[config.mk]
export PLATFORM = sky130hd
export DESIGN_NAME = qlp_ram
export DESIGN_NICKNAME = d
export VERILOG_FILES = /design/src/hw/rtl/quickhull_line_partition_top_assert.svh /design/src/hw/rtl/qlp_ram.sv
export SDC_FILE = /design/constraint.sdc
export NUM_CORES = 2
export LEC_CHECK = 0
export BUFFER_PORTS_ARGS = -buffer_cell sky130_fd_sc_hd__buf_2
export CORE_AREA = 10 10 468 699
export DETAILED_ROUTE_END_ITERATION = 10
export DIE_AREA = 0 0 478 709
export HOLD_SLACK_MARGIN = 0.06
export PLACE_DENSITY = 0.67
export SLEW_MARGIN = 20
export SYNTH_ARGS = -nofsm -noshare
export SYNTH_HDL_FRONTEND = slang
export SYNTH_SLANG_ARGS = --single-unit
[constraint.sdc]
create_clock -name clk_i -period 8.65 [get_ports clk_i]
set_clock_uncertainty 0.15 [all_clocks]
set_input_delay 1.73 -clock clk_i [delete_from_list [all_inputs] [get_ports clk_i]]
set_output_delay 1.73 -clock clk_i [all_outputs]
set_load 0.01 [all_outputs]
[src/hw/rtl/quickhull_line_partition_top_assert.svh]
// Assertion macros for the quickhull line partition block.
// Used by quickhull_line_partition_top; expects clk_i and rst_ni in scope.
`ifndef QUICKHULL_LINE_PARTITION_TOP_ASSERT_SVH
`define QUICKHULL_LINE_PARTITION_TOP_ASSERT_SVH

// Same-cycle implication, checked outside reset
`define QLP_ASSERT_SAME(lbl, ante, cons) \
  lbl: assert property (@(posedge clk_i) disable iff (!rst_ni) (ante) |-> (cons)) \
    else $error("quickhull partition: same-cycle check failed");

// Next-cycle implication, checked outside reset
`define QLP_ASSERT_NEXT(lbl, ante, cons) \
  lbl: assert property (@(posedge clk_i) disable iff (!rst_ni) (ante) |=> (cons)) \
    else $error("quickhull partition: next-cycle check failed");

`endif

[src/hw/rtl/qlp_ram.sv]
// Generic single-write, single-read RAM with registered read data.
// No dependencies.
module qlp_ram #(
  parameter  int unsigned WIDTH = 32,
  parameter  int unsigned DEPTH = 128,
  localparam int unsigned AW    = $clog2(DEPTH)
) (
  input  logic             clk_i,
  input  logic             we_i,
  input  logic [AW-1:0]    waddr_i,
  input  logic [WIDTH-1:0] wdata_i,
  input  logic             re_i,
  input  logic [AW-1:0]    raddr_i,
  output logic [WIDTH-1:0] rdata_o
);

  logic [WIDTH-1:0] mem_q [DEPTH];
  logic [WIDTH-1:0] rdata_q;

  // write port
  always_ff @(posedge clk_i) begin
    if (we_i) begin
      mem_q[waddr_i] <= wdata_i;
    end
  end

  // registered read port
  always_ff @(posedge clk_i) begin
    if (re_i) begin
      rdata_q <= mem_q[raddr_i];
    end
  end

  assign rdata_o = rdata_q;

endmodule

==> impl_metrics.tcl <==
set metrics [dict create \
    cp_data_required_time_ns 9.18 \
    place_inst 10200 \
    vias 70600 \
    wl_per_cell_um 37.7 \
    worst_path_max_delay_cell "mux4_2" \
    n_fill_cell 22100 \
    synthFlopType "edfxtp_1" \
    avgSynthCellArea_um2 26.1 \
    cts_buffers 369 \
    p_total_mw 40.8 \
    crit_arrival_ns 5.38 \
    rrSetupSlack_ns 5.59 \
    cts_setup_buffers 0 \
    grt_usage_pct 24.4 \
    worst_pin_slew_ns 1.12 \
    period_minus_slack_ns 4.86 \
    clockBufferDepth 4 \
    synth_common_cells "edfxtp_1, mux4_2, clkbuf_1" \
    antenna_found_initial 82 \
    fin_crit_sh_pct 56.1 \
    hpwl_um 227000 \
    fin_nets 6406 \
    yosysMostFrequentCell "edfxtp_1" \
    end_kind "register" \
    clk_pin_slew_ns 0.07 \
    grt_pass1_wl_um 579000 \
    fp.coreArea_um2 314000 \
    path_class "primary input to register" \
    slew_violations 0 \
    ys_seq_area_share_pct 79.2 \
    drive_gt1_share_pct 35.3 \
    clock.fmax_ghz 0.206 \
    synthCells 5990 \
    die_area_um2 339000 \
    power.leakage_nw 53.5 \
    cts_tree "done" \
    area_growth_pct 12.7 \
    setup_violations 0 \
    routabilityCongestion 0.808 \
    hold_buffers 0 \
    vdd_drop_max_mv 0.175 \
    holdCritStartpoint "mem_q[22][25]" \
    start_util_pct 49.9 \
    cts.repair.resized 0 \
    wl_um 415000 \
    cts_sinks 4128 \
    max_stage_delay_ns 0.67 \
    pre_cts_ws_ns 2.85 \
    yosys.area.top_type_share_pct 79.2 \
    synthTopCellsByArea "edfxtp_1, mux4_2, clkbuf_1" \
    cp-endpoint "rdata_o[18]" \
    path_max_fanout 83 \
    yosysUniqueCellTypes 16 \
    path_common_cell "mux4_2" \
    maxCapViolations 0 \
    powerDensity_nw_per_um2 231 \
    rows 252 \
    syn_area_um2 157000 \
    yosys_warnings 0 \
    slew_headroom_pct 25.1 \
    clk_latency_ns 0.96 \
    final_cells 11000 \
    async_flop_share_pct 0 \
    drt-initial-drc-count 9667 \
    grt-ovfl-total 0 \
    holdCritPathClass "register to register" \
    outcome "finished, final reports clean" \
    startpoint "raddr_i[0]" \
    fp.dieH_um 709 \
    root_buffer "clkbuf_16" \
    place_area_um2 164000 \
    drcViolationCount 0 \
    ant_nets 0 \
    finalWorstSetupSlack_ns 3.79 \
    worstReg2RegStart "mem_q[119][3]" \
    final_core_util_pct 56.3 \
    hold_ws_ns 1.06 \
    vias_per_cell 6.43 \
    finalInstanceArea_um2 176000 \
    grt_max_degree 119 \
    die_w_um 478 \
    synth_edf_count 4128 \
    startpoint_type "primary input" \
    synth_fp_nets 6039 \
    grt_pass1_vias 72000 \
    reg2reg_depth 4 \
    path_cells "buf_12 > buf_12 > mux4_2 > mux4_2 > mux4_2 > mux2_2" \
    r2r_end "rdata_o[3]" \
    synth_largest_area_cell "edfxtp_1" \
    rsz0062_at_grt "no" \
    hold_viol 0 \
    setup-tns-final_ns 0 \
    io_pins 81 \
    cts.htree.levels 5 \
    ys_ff_latch 4128 \
    port_buffers 80 \
    first_pass_iters 5 \
]
[worst min path at each step]
stage | slack, ns | endpoint | cells past startpoint
CTS | 1.03 | mem_q[15][14] | 1
floorplan | 1.0 | rdata_o[0] | 4
detailed placement | 1.05 | rdata_o[25] | 4
finish | 1.06 | rdata_o[25] | 4
global placement | 1.05 | rdata_o[1] | 4
global route | 1.08 | mem_q[15][14] | 1
[critical path: cells and delay by family]
family   cells  cell delay (ns)
mux          4             2.19
buf+inv      2             0.93
[flip-flops by register name (all words and copies together), names as in the netlist]
name / cells
mem_q: 4096
rdata_o: 32
[where the power goes]
group	switching (mW)	internal, mW	total (mW)
logic	1.33	0.792	2.12
registers	0.0649	22.1	22.2
clock network	7.26	9.29	16.6
[metal layers]
metal,vias up,GRT usage (%),share of wire [%]
met1,38800,30.8,34
met2,3828,40.7,51
met4,24,12.4,5.3
met5,-,0,0.039
met3,677,4.51,9.3
li1,27300,-,-
[cell usage in the layout, fill, tap and decap left out, types with 5 or more instances in the layout]
master | Yosys | routed
nor2b_1 | 7 | 7
edfxtp_1 | 4128 | 4128
nand3_1 | 12 | 8
buf_2 | 79 | 42
inv_6 | 0 | 11
clkinv_4 | 0 | 5
nor3_2 | 0 | 9
clkbuf_16 | 0 | 373
clkinv_8 | 0 | 5
clkinv_1 | 0 | 85
nor2_4 | 0 | 119
nand2_1 | 14 | 11
diode_2 | 0 | 138
inv_16 | 0 | 5
mux2_2 | 32 | 32
mux4_2 | 1344 | 1344
clkbuf_1 | 182 | 58
clkinv_2 | 0 | 68
bufinv_16 | 0 | 45
clkinvlp_4 | 0 | 18
buf_4 | 3 | 239
buf_12 | 0 | 23
[logic make-up after synthesis]
group                  Yosys count  synth area share, %
DFF                           4128                 79.2
muxes                         1376                 19.6
buffers and inverters          316                0.837
and+or+nand+nor                170                0.445
[cell type report]
cell class,instances,area (um^2),share of cell area (%)
diodes,138,345,0.196
clock buffers,431,9550,5.41
clock inverters,243,2500,1.42
multi-input cells,1546,32300,18.3
flip-flops and latches,4128,124000,70.2
well taps,4191,5240,2.97
repair buffers,312,2600,1.47
(Power assumes the default switching activity.)
