**config.mk**
```make
export PLATFORM = sky130hd
export DESIGN_NAME = qlp_front
export DESIGN_NICKNAME = d
export VERILOG_FILES = /design/src/hw/rtl/quickhull_line_partition_top_assert.svh /design/src/hw/rtl/qlp_pkg.sv /design/src/hw/rtl/qlp_front.sv
export SDC_FILE = /design/constraint.sdc
export NUM_CORES = 1
export LEC_CHECK = 0
export ABC_CLOCK_PERIOD_IN_PS = 3240
export BUFFER_PORTS_ARGS = -buffer_cell sky130_fd_sc_hd__buf_2
export CAP_MARGIN = 20
export CELL_PAD_IN_SITES_DETAIL_PLACEMENT = 0
export CELL_PAD_IN_SITES_GLOBAL_PLACEMENT = 1
export CORE_MARGIN = 3
export CORE_UTILIZATION = 39
export DETAILED_ROUTE_END_ITERATION = 8
export PLACE_DENSITY_LB_ADDON = 0.1
export SLEW_MARGIN = 40
export SYNTH_ARGS = -nofsm -noshare
export SYNTH_HDL_FRONTEND = slang
export SYNTH_SLANG_ARGS = --single-unit
```
**constraint.sdc**
```tcl
create_clock -name clk_i -period 3.24 [get_ports clk_i]
set_input_delay 0.324 -clock clk_i [delete_from_list [all_inputs] [get_ports clk_i]]
set_output_delay 0.324 -clock clk_i [all_outputs]
set_load 0.05 [all_outputs]
```
**src/hw/rtl/quickhull_line_partition_top_assert.svh**
```systemverilog
// Assertion macros for the quickhull line partition block.
// Used by quickhull_line_partition_top; expects clk_i and rst_ni in scope.
`ifndef QUICKHULL_LINE_PARTITION_TOP_ASSERT_SVH
`define QUICKHULL_LINE_PARTITION_TOP_ASSERT_SVH

// Same-cycle implication, checked outside reset
`define QLP_ASSERT_SAME(lbl, ante, cons) \
  lbl: assert property (@(posedge clk_i) disable iff (!rst_ni) (ante) |-> (cons)) \
    else $error("quickhull partition: same-cycle check failed");

// Next-cycle implication, checked outside reset
`define QLP_ASSERT_NEXT(lbl, ante, cons) \
  lbl: assert property (@(posedge clk_i) disable iff (!rst_ni) (ante) |=> (cons)) \
    else $error("quickhull partition: next-cycle check failed");

`endif

```
**src/hw/rtl/qlp_pkg.sv**
```systemverilog
// Types and constants shared by the quickhull line partition modules.
// No dependencies.
package qlp_pkg;

  localparam int unsigned COORD_BITS = 16;

  typedef logic signed [COORD_BITS-1:0]   coord_t;
  // one bit of headroom for coordinate differences
  typedef logic signed [COORD_BITS:0]     diff_t;
  // exact product of two differences
  typedef logic signed [2*COORD_BITS+1:0] prod_t;

  typedef struct packed {
    coord_t x;
    coord_t y;
  } point_t;

  typedef struct packed {
    coord_t point_x;
    coord_t point_y;
    logic   last_point;
  } in_t;

  typedef struct packed {
    coord_t out_x;
    coord_t out_y;
    logic   is_upper;
    coord_t left_x;
    coord_t left_y;
    coord_t right_x;
    coord_t right_y;
    logic   points_dropped;
    logic   end_of_set;
  } out_t;

  // set descriptor handed from the loader to the emitter
  typedef struct packed {
    point_t left;
    point_t right;
    logic   dropped;
    logic   bank;
  } desc_t;

endpackage

```
**src/hw/rtl/qlp_front.sv**
```systemverilog
// Loader: takes points, writes them to the point store and tracks the
// extreme points; hands a set descriptor to the emitter. Uses qlp_pkg.
module qlp_front import qlp_pkg::*; #(
  parameter  int unsigned MAX_POINTS = 64,
  localparam int unsigned CW         = $clog2(MAX_POINTS + 1),
  localparam int unsigned AW         = $clog2(MAX_POINTS)
) (
  input  logic          clk_i,
  input  logic          rst_ni,
  input  logic          push_i,
  output logic          full_o,
  input  in_t           item_i,
  output logic          ram_we_o,
  output logic [AW:0]   ram_waddr_o,
  output point_t        ram_wdata_o,
  output logic          desc_valid_o,
  output desc_t         desc_o,
  output logic [CW-1:0] desc_count_o,
  input  logic          desc_pop_i
);

  logic [CW-1:0] cnt_q, cnt_inc;
  point_t        left_q, left_d, right_q, right_d, pt;
  logic          ovf_q, bank_q;
  logic          desc_valid_q;
  desc_t         desc_q;
  logic [CW-1:0] desc_count_q;
  logic          accept, has_room, store, ovf_set;

  assign accept   = push_i & ~full_o;
  assign has_room = cnt_q < CW'(MAX_POINTS);
  assign store    = accept & has_room;
  assign ovf_set  = accept & ~has_room;
  assign cnt_inc  = CW'(cnt_q + 1'b1);
  assign pt.x     = item_i.point_x;
  assign pt.y     = item_i.point_y;

  // write the point into the loader's bank
  assign ram_we_o    = store;
  assign ram_waddr_o = {bank_q, cnt_q[AW-1:0]};
  assign ram_wdata_o = pt;

  // update the extreme points; the earlier point wins a tie in x
  always_comb begin
    left_d  = left_q;
    right_d = right_q;
    if (store) begin
      if (cnt_q == '0) begin
        left_d  = pt;
        right_d = pt;
      end else begin
        if (pt.x < left_q.x) begin
          left_d = pt;
        end
        if (pt.x > right_q.x) begin
          right_d = pt;
        end
      end
    end
  end

  // hold the set state; close the set on its last point
  always_ff @(posedge clk_i or negedge rst_ni) begin
    if (!rst_ni) begin
      cnt_q        <= '0;
      left_q       <= '0;
      right_q      <= '0;
      ovf_q        <= 1'b0;
      bank_q       <= 1'b0;
      desc_valid_q <= 1'b0;
    end else begin
      left_q  <= left_d;
      right_q <= right_d;
      if (accept && item_i.last_point) begin
        cnt_q        <= '0;
        ovf_q        <= 1'b0;
        bank_q       <= ~bank_q;
        desc_valid_q <= 1'b1;
      end else begin
        if (store) begin
          cnt_q <= cnt_inc;
        end
        if (ovf_set) begin
          ovf_q <= 1'b1;
        end
        if (desc_pop_i) begin
          desc_valid_q <= 1'b0;
        end
      end
    end
  end

  // descriptor payload
  always_ff @(posedge clk_i) begin
    if (accept && item_i.last_point) begin
      desc_q.left    <= left_d;
      desc_q.right   <= right_d;
      desc_q.dropped <= ovf_q | ovf_set;
      desc_q.bank    <= bank_q;
      desc_count_q   <= store ? cnt_inc : cnt_q;
    end
  end

  // a queued set owns the other bank, so stall until it is taken
  assign full_o       = desc_valid_q;
  assign desc_valid_o = desc_valid_q;
  assign desc_o       = desc_q;
  assign desc_count_o = desc_count_q;

endmodule

```
==> results.md <==
* Outcome: finished clean
* Switching pwr at 2.45 mW
* Drt initial violations at 122
* Cts bufs inserted at 17
* Post-DR vias/cell at 4.62
* First-pass GRT wire length at 20.0 mm
* Gr ovfl total at 0
* CTS clk-pin slew, worst paths at ~0.06 ns
* Initial antenna violation count at 0
* Routed Antenna Nets at 0
* Boundary pin count at 152
* Critical path class: reg -> reg
* DRC at 0
* Initial core utilization at between 40% and 50%
* Final Net Count at 607
* Die height at ~130 um
* Post-synthesis register bit count at 147
* DP HPWL at 8.25 mm
* Final slew viol count at 0
* Fin util at roughly 49%
* Drt pass-1 iters at 4
* Worst slew margin at 52.2%
* Routed vias at 3514
* Diode count at 0
* Clock latency at the later pin of the worst-skew pair at 0.42 ns
* Final setup violation count at 0
* Static Leak at 3.42 nW
* Post-Syn Nets at between 400 and 500
* Final period util at 90.6%
* Hold Vio Cnt, Final at 0
* Chip width at ~130 um
* Critical path endpoint category: flop
* Main flop type after synthesis: dfrtp_1
* PostCTS Resize Cnt at 0
* PwrDens at 970 nW/um^2
* Sequential share of power at 39.5%
* Min-Delay Path Class: in -> reg
* Detailed Route WL at about 12 mm
* Cell count after synthesis at around 410
* Cell Area, Placed at 6960 sq um
* Area delta synth->final at 22.7%
* Max frequency at 341 MHz
* Maxcap violations at 0
* CTS Buffer Depth at 2
* Gr usage total at 14.9%
* Vias in the first global route at 3699
* Internal cell power at a little under 5 mW
* Synth unique cells at 42
* Gpl congestion at 0.772
* Synth warnings at 0
* H-tree depth at 4
* CP arrival at 3.10 ns
* Clk_skew at 0.00883 ns
* Largest net degree at the start of global routing at 75
* Number of flops mapped to enable cells by yosys at 73
* RSZ-0062 raised after global routing: no
* Fin crit period at 2.94 ns
* Worst IR drop on VDD at 0.514 mV
* Setup TNS at 0 ns
* Rows at 45
* Commonest cells after routing, fill and taps aside: buf_2, dfrtp_1, edfxtp_1, mux2_2, inv_1
* Comb pwr share at 32.8%
* Clock sink count at roughly 150
* Sequential area share after synthesis at between 60 and 70%
* Routed wire per std cell at roughly 16 um
* Layout cells sized above 1 at 45.8%
* TritonCTS clock tree: yes
* Final instance area at 7600 sq um
* Core area at ~15000 sq um
* Sw frac at 33.3%
* Syn avg cell area at 15.2 sq um
* Synth Cell Area at 6200 sq um
* Die area at 17400 sq um
* Crit Path Max Fanout at 24
* Root Buffer: clkbuf_16
* Ys async rst share at between 50% and 60%
* Worst-Margin Slew at about 0.72 ns
* Worst EP required at approximately 3.4 ns
* Commonest non-fill, non-tap cell in the layout: buf_2
* Input/output buffers at 151
* Worst Setup Start Kind: flop
* Clock network power share at 27.8%
worst paths after layout:
| path | start | endpoint | cells past startpoint | slack (ns) |
|---|---|---|---|---|
| max | left_q[31]$_DFF_PN0_ | desc_o[46]$_DFFE_PP_ | 9 | 0.30 |
| min | item_i[0] | cnt_q[5]$_DFF_PN0_ | 2 | 0.12 |
| min in group asynchronous | rst_ni | right_q[8]$_DFF_PN0_ | 2 | 0.51 |
| max in group asynchronous | rst_ni | left_q[25]$_DFF_PN0_ | 2 | 2.23 |
| min reg2reg | right_q[14]$_DFF_PN0_ | right_q[14]$_DFF_PN0_ | 1 | 0.48 |
| max reg2reg | left_q[31]$_DFF_PN0_ | desc_o[46]$_DFFE_PP_ | 9 | 0.30 |
metrics by stage:
stage	hold WS, ns	total power, mW	setup WS, ns	instances
5_1_grt	0.123	7.84	0.123	761
3_3_place_gp	0.462	5.32	0.212	728
3_5_place_dp	0.421	5.39	0.171	728
4_1_cts	0.0934	7.48	0.244	761
6_report	0.118	7.37	0.304	761
2_1_floorplan	0.0284	4.82	0.636	407
power by group through the flow:
stage / combinational, mW / sequential, mW / clock, mW
floorplan: 1.48 / 3.34 / 0
global placement: 2.39 / 2.93 / 0
detailed placement: 2.44 / 2.95 / 0
CTS: 2.46 / 2.92 / 2.10
global route: 2.65 / 2.98 / 2.21
finish: 2.42 / 2.91 / 2.05
cells in the mapped netlist (3+ instances only):
cell	number	share of area, %
mux2_1	8	1.5
dfrtp_1	74	30
a21oi_1	11	0.89
o21ai_0	5	0.40
nor2b_1	9	0.91
ha_1	33	6.7
xnor2_1	3	0.42
nand4_1	3	0.30
nor3_1	4	0.32
xor2_1	3	0.42
buf_6	3	0.54
mux2_2	56	10
buf_4	43	5.2
a21o_1	4	0.48
nand2_1	10	0.61
and3_1	3	0.30
inv_1	36	2.2
edfxtp_1	73	35
sequential cells by signal (all words and copies together) (netlist names):
name	count
right_q	32
desc_count_o	7
cnt_q	7
ovf_q	1
left_q	32
bank_q	1
desc_valid_o	1
desc_o	66
worst max-delay path: stages (launching register included):
cell and delay [ns]:
dfrtp_1 0.36, inv_1 0.05, ha_1 0.30, nand4_1 0.19, nor3_1 0.29, nand3_1 0.11
o211ai_1 0.41, mux2i_4 0.35, buf_12 0.23, mux2_2 0.38
logic make-up after synthesis:
family | Yosys count | share of synthesized area [%]
mux | 65 | 11.8
xor+xnor | 6 | 0.848
fa+ha+maj | 33 | 6.66
flops | 147 | 65.2
buf+inv | 84 | 8.07
simple gates | 39 | 3.57
compound gates | 33 | 3.82
layer usage:
metal / GRT usage, % / share of wire, % / routed length, um
met3: 6.34 / 6.4 / 790
met2: 23.2 / 48 / 5960
met1: 19.2 / 45 / 5560
met4: 3.68 / 0.53 / 65
met5: 0 / 0 / 0
area by class of cell:
type                            instances  area [sq um]
Fill cell                            1376          7770
Sequential cell                       147          4040
Multi-Input combinational cell        176          1670
Timing Repair Buffer                  159           862
Clock buffer                           21           480
Tap cell                              211           264
Clock inverter                         11           149
Inverter                               36           135
repair_timing:
item,4_1_cts,5_1_grt
hold buffers,1,0
buffers inserted,0,0
setup endpoints to repair,0,0
hold endpoints to repair,74,0
Power figures use the tool's default switching activity.
